### config.mk
export PLATFORM = sky130hd
export DESIGN_NAME = sps_ctrl
export DESIGN_NICKNAME = d
export VERILOG_FILES = /design/src/rtl/core/sps_pkg.sv /design/src/rtl/core/sps_ctrl.sv
export SDC_FILE = /design/constraint.sdc
export NUM_CORES = 1
export LEC_CHECK = 0
export BUFFER_PORTS_ARGS = -buffer_cell sky130_fd_sc_hd__buf_2
export CORE_MARGIN = 10
export CORE_UTILIZATION = 47
export CTS_BUF_LIST = sky130_fd_sc_hd__clkbuf_4 sky130_fd_sc_hd__clkbuf_8 sky130_fd_sc_hd__clkbuf_16
export CTS_CLUSTER_SIZE = 30
export DETAILED_ROUTE_END_ITERATION = 7
export GPL_TIMING_DRIVEN = 0
export PLACE_DENSITY = 0.83
export REMOVE_ABC_BUFFERS = 1
export SETUP_SLACK_MARGIN = 0.1
export SYNTH_ARGS = -nofsm -noshare
export SYNTH_HDL_FRONTEND = slang
export SYNTH_SLANG_ARGS = --single-unit
### constraint.sdc
create_clock -name clk_i -period 1.6 [get_ports clk_i]
set_input_delay 0.08 -clock clk_i [delete_from_list [all_inputs] [get_ports clk_i]]
set_output_delay 0.08 -clock clk_i [all_outputs]
set_load 0.05 [all_outputs]
### src/rtl/core/sps_pkg.sv
// ----------------------------------------------------------------------------
// sps_pkg
// Shared types and constants of the streaming pair-sum matcher.
// ----------------------------------------------------------------------------
package sps_pkg;

  localparam int VALUE_W = 32;
  localparam int POS_W   = 8;
  localparam int EPOCH_W = 8;

  localparam logic [VALUE_W-1:0] HASH_MULT   = 32'h9E37_79B1;
  localparam logic [POS_W-1:0]   POS_DROPPED = 8'hFF;

  typedef enum logic [1:0] {
    ST_PAIR     = 2'd0,
    ST_NO_PAIR  = 2'd1,
    ST_OVERFLOW = 2'd2
  } status_e;

  typedef struct packed {
    logic [EPOCH_W-1:0] tag;
    logic [VALUE_W-1:0] value;
    logic [POS_W-1:0]   pos;
  } entry_t;

  typedef struct packed {
    logic    load;
    logic    hash_start;
    logic    hash_value;
    logic    probe_init;
    logic    probe_next;
    logic    record_hit;
    logic    tbl_write;
    logic    count;
    logic    emit;
    status_e kind;
    logic    end_set;
    logic    clr_step;
  } cmd_t;

  typedef struct packed {
    logic full;
    logic comp_ok;
    logic last;
    logic hash_done;
    logic live;
    logic match;
    logic last_probe;
    logic hit;
    logic pair_seen;
    logic out_free;
    logic epoch_wrap;
    logic clr_last;
  } stat_t;

endpackage

### src/rtl/core/sps_ctrl.sv
// ----------------------------------------------------------------------------
// sps_ctrl
// Sequencer: accept, hash, probe for the complement, probe to insert,
// report, end of set and clearing pass.
// ----------------------------------------------------------------------------
module sps_ctrl import sps_pkg::*; (
  input  logic  clk_i,
  input  logic  rst_ni,
  input  logic  in_valid_i,
  output logic  in_ready_o,
  input  stat_t stat_i,
  output cmd_t  cmd_o
);

  typedef enum logic [3:0] {
    S_CLEAR,
    S_IDLE,
    S_HASH,
    S_HASH_WAIT,
    S_READ,
    S_CHECK,
    S_FINISH,
    S_EMIT,
    S_END
  } state_e;

  state_e  state_q, state_d;
  logic    find_q, find_d;
  status_e kind_q, kind_d;

  always_comb begin
    state_d    = state_q;
    find_d     = find_q;
    kind_d     = kind_q;
    cmd_o      = '0;
    cmd_o.kind = kind_q;
    unique case (state_q)
      S_CLEAR: begin
        cmd_o.clr_step = 1'b1;
        if (stat_i.clr_last) begin
          state_d = S_IDLE;
        end
      end
      S_IDLE: begin
        if (in_valid_i) begin
          cmd_o.load = 1'b1;
          if (stat_i.full) begin
            kind_d  = ST_OVERFLOW;
            state_d = S_EMIT;
          end else begin
            find_d  = 1'b1;
            state_d = S_HASH;
          end
        end
      end
      S_HASH: begin
        cmd_o.hash_start = 1'b1;
        cmd_o.hash_value = !(find_q && stat_i.comp_ok);
        find_d           = find_q && stat_i.comp_ok;
        state_d          = S_HASH_WAIT;
      end
      S_HASH_WAIT: begin
        if (stat_i.hash_done) begin
          cmd_o.probe_init = 1'b1;
          state_d          = S_READ;
        end
      end
      S_READ: begin
        state_d = S_CHECK;
      end
      S_CHECK: begin
        if (find_q) begin
          if (!stat_i.live) begin
            find_d  = 1'b0;
            state_d = S_HASH;
          end else if (stat_i.match) begin
            cmd_o.record_hit = 1'b1;
            find_d           = 1'b0;
            state_d          = S_HASH;
          end else if (stat_i.last_probe) begin
            find_d  = 1'b0;
            state_d = S_HASH;
          end else begin
            cmd_o.probe_next = 1'b1;
            state_d          = S_READ;
          end
        end else begin
          if (!stat_i.live) begin
            cmd_o.tbl_write = 1'b1;
            state_d         = S_FINISH;
          end else if (stat_i.match || stat_i.last_probe) begin
            state_d = S_FINISH;
          end else begin
            cmd_o.probe_next = 1'b1;
            state_d          = S_READ;
          end
        end
      end
      S_FINISH: begin
        cmd_o.count = 1'b1;
        if (stat_i.hit) begin
          kind_d  = ST_PAIR;
          state_d = S_EMIT;
        end else if (stat_i.last && !stat_i.pair_seen) begin
          kind_d  = ST_NO_PAIR;
          state_d = S_EMIT;
        end else if (stat_i.last) begin
          state_d = S_END;
        end else begin
          state_d = S_IDLE;
        end
      end
      S_EMIT: begin
        if (stat_i.out_free) begin
          cmd_o.emit = 1'b1;
          state_d    = stat_i.last ? S_END : S_IDLE;
        end
      end
      S_END: begin
        cmd_o.end_set = 1'b1;
        state_d       = stat_i.epoch_wrap ? S_CLEAR : S_IDLE;
      end
      default: begin
        state_d = S_CLEAR;
      end
    endcase
  end

  always_ff @(posedge clk_i or negedge rst_ni) begin
    if (!rst_ni) begin
      state_q <= S_CLEAR;
      find_q  <= 1'b0;
      kind_q  <= ST_PAIR;
    end else begin
      state_q <= state_d;
      find_q  <= find_d;
      kind_q  <= kind_d;
    end
  end

  assign in_ready_o = state_q == S_IDLE;

endmodule

==> flow_metrics.env <==
export IMPL_tightest_slew_ps=314
export IMPL_fin_nets=140
export IMPL_dp_slack_ps=-176
export IMPL_leakage_nw=0.506
export IMPL_core_area_mm2=0.00147
export IMPL_ctsLongestPathBuffers=2
export IMPL_setup_viol=2
export IMPL_ys_seq_area_share_pct=24.5
export IMPL_crit_required_ps=1520
export IMPL_rsz0062_at_grt="yes"
export IMPL_stdcell_count=140
export IMPL_remaining_drc_errors=0
export IMPL_antenna_found_initial=0
export IMPL_ant_nets=0
export IMPL_ys_ff_latch=7
export IMPL_wirelength_um=2490
export IMPL_globalplace_congestion=0.918
export IMPL_track_usage_pct=13.3
export IMPL_cts_buffers=3
export IMPL_initial_core_util_pct=48.6
export IMPL_placed_cells=117
export IMPL_die_x_um=59.0
export IMPL_path_class="flop to primary output"
export IMPL_rows=14
export IMPL_status="complete, but fails checks"
export IMPL_min_period_over_period_pct=102
export IMPL_timing_final_ws_setup_ps=-37.5
export IMPL_tritoncts="done"
export IMPL_tns_ps=-65.9
export IMPL_viasPerCell=5.87
export IMPL_max_vdd_ir_drop_mv=1.16
export IMPL_clk_latency_ps=260
export IMPL_wl_met3_um=241
export IMPL_grt_max_degree=11
export IMPL_path_cells="nor4b_4, a21boi_4, buf_6"
export IMPL_dr_first_iter_drc_count=30
export IMPL_slew_violations=0
export IMPL_postSynthCellCount=78
export IMPL_antennaDiodeCount=0
export IMPL_drt_first_pass_iters=4
export IMPL_crit_slowest_cell="dfrtp_4"
export IMPL_dp_hpwl_um=1380
export IMPL_grt_ovfl_total=0
export IMPL_fmax_ghz=0.611
export IMPL_fillerInstances=94
export IMPL_dieArea_mm2=0.00348
export IMPL_drive_gt1_share_pct=61.3
export IMPL_maxSlewHeadroom_pct=79.0
export IMPL_h_tree_depth=1
export IMPL_violations="setup timing"
export IMPL_drt_met1_wl_um=1000
export IMPL_hold_viol=0
export IMPL_total_power_mw=2.16
export IMPL_worstPathMaxFanout=10
export IMPL_synth_cell_types=37
export IMPL_cts_clk_slew_worst_paths_ps=50
export IMPL_hold_class="primary input to flop"
export IMPL_top_layer="met4"
export IMPL_wl_met2_um=1150
export IMPL_start_kind="flop"
export IMPL_fin_skew_ps=2.79
export IMPL_area_growth_pct=62.5
export IMPL_chipHeight_um=59.0
export IMPL_avgRoutedWirePerCell_um=17.8
export IMPL_cts_sinks=7
export IMPL_grt_pass1_wl_um=3730
export IMPL_syn_area_per_cell_um2=9.16
export IMPL_grt_pass1_vias=801
export IMPL_ys_warn_count=0
export IMPL_max_cap_violations=0
export IMPL_syn_area_um2=714
export IMPL_max_stage_delay_ps=560
export IMPL_fin_crit_ps=1640
export IMPL_via_count=822
export IMPL_power_density_mw_per_mm2=1860
export IMPL_pin_count=29
export IMPL_clockRootBuffer="clkbuf_4"
export IMPL_arrival_ps=1560
export IMPL_setup_worst_path_end_class="primary output"
export IMPL_port_buffers=28
==> report_power, final <==
group / internal, mW / switching, mW / leakage (nW)
Sequential: 0.260 / 0.169 / 0.0822
Combinational: 0.708 / 0.833 / 0.405
Clock: 0.113 / 0.0729 / 0.0184
Total: 1.08 / 1.07 / 0.506
==> cell type report <==
| cell class | instances | area [µm²] | area share (%) |
|---|---|---|---|
| multi-input combinational | 63 | 554 | 47.7 |
| timing repair buffer | 47 | 363 | 31.3 |
| sequential | 7 | 183 | 15.7 |
| clock buffer | 4 | 30.0 | 2.59 |
| tap | 16 | 20.0 | 1.72 |
| inverter | 3 | 11.3 | 0.970 |
==> cell families (layout without fill, tap and decap cells) <==
logic type | Yosys count | count (layout) | share of synthesized area (%)
simple gates | 40 | 40 | 43.1
buf+inv | 8 | 54 | 8.41
compound gates | 22 | 22 | 21.9
flops | 7 | 7 | 24.5
mux | 1 | 1 | 2.10
==> worst paths after layout <==
| path | from | to | slack, ps | cells after the start |
|---|---|---|---|---|
| worst max-delay path | state_q[2] | cmd_o[10] | -40 | 3 |
| worst min-delay path | stat_i[0] | state_q[1] | 90 | 3 |
| worst max register to register | state_q[0] | kind_q[0] | 30 | 5 |
| worst min register to register | kind_q[1] | kind_q[1] | 470 | 2 |
| max in group asynchronous | rst_ni | state_q[2] | 1240 | 2 |
| min in group asynchronous | rst_ni | find_q | 180 | 2 |
==> worst max-delay path, delay by kind of cell (launching register included) <==
family                 cells  cell delay [ps]
buffers and inverters      1              170
AOI/OAI and AO/OA          1              250
and+or+nand+nor            1              310
DFF                        1              560
==> through the flow <==
stage	hold WS [ps]	area [µm²]	util, %
finish	88.5	1160	78.9
global route	98.6	1160	78.9
global placement	-81.9	826	56.1
CTS	89.6	1080	73.2
floorplan	-216	666	-
detailed placement	-77.8	826	56.1
==> placed cells by master, fill, tap and decap left out, types with 2 or more instances in the layout <==
cell type / count
a211oi_1: 2
nor2b_1: 3
dfrtp_1: 3
a21oi_1: 5
and2_1: 3
nor2_1: 4
buf_4: 20
dfrtp_2: 3
buf_8: 2
nand2b_1: 2
clkbuf_4: 4
o21ai_1: 3
nor3b_2: 2
nand2_1: 5
o21ai_0: 2
inv_1: 2
a211oi_2: 2
nor4_2: 2
nand3_1: 2
buf_2: 17
nand3b_1: 3
buf_6: 6
nor4b_4: 3
==> flip-flops by register name, indices dropped and copies added, names as in the netlist <==
register and flops:
state_q 4, kind_q 2, find_q 1
==> cell usage after synthesis (all sizes together) <==
cell     count  area share, %
nand4bb      1            3.9
o32ai        1            1.2
nor2b        4            3.5
a21boi       1            1.6
o21ai        5            3.5
or3b         1            1.2
nand2        5            2.6
and2         3            2.6
dfrtp        7             25
nor3         3            2.1
a311oi       1            1.2
mux2         1            2.1
inv          3            1.6
a211oi       4            4.9
o31a         1            1.2
nor4b        3            8.8
o21a         1            1.1
buf          4            5.8
nor4         3            2.6
nand3b       3            3.2
nand3        2            1.4
nand2b       3            3.0
and4bb       1            2.3
a21oi        6            4.7
nor2         6            3.2
nor3b        2            2.8
o221ai       1            1.2
clkbuf       1            1.1
a22o         1            1.2
==> routing by layer <==
layer  track usage, %  up-vias
li1                 -      384
met1             15.5      381
met2             22.2       45
met3             3.00       12
met4             6.23        0
met5                0        -
==> repair_timing <==
action	4_1_cts	5_1_grt
setup endpoints to repair	18	18
setup buffers	14	4
gates cloned	0	0
endpoints found under the hold margin	7	0
pin swaps	6	4
hold buffers	1	0
resized for setup	29	14
Note: power is estimated with default switching activity, not from simulation.
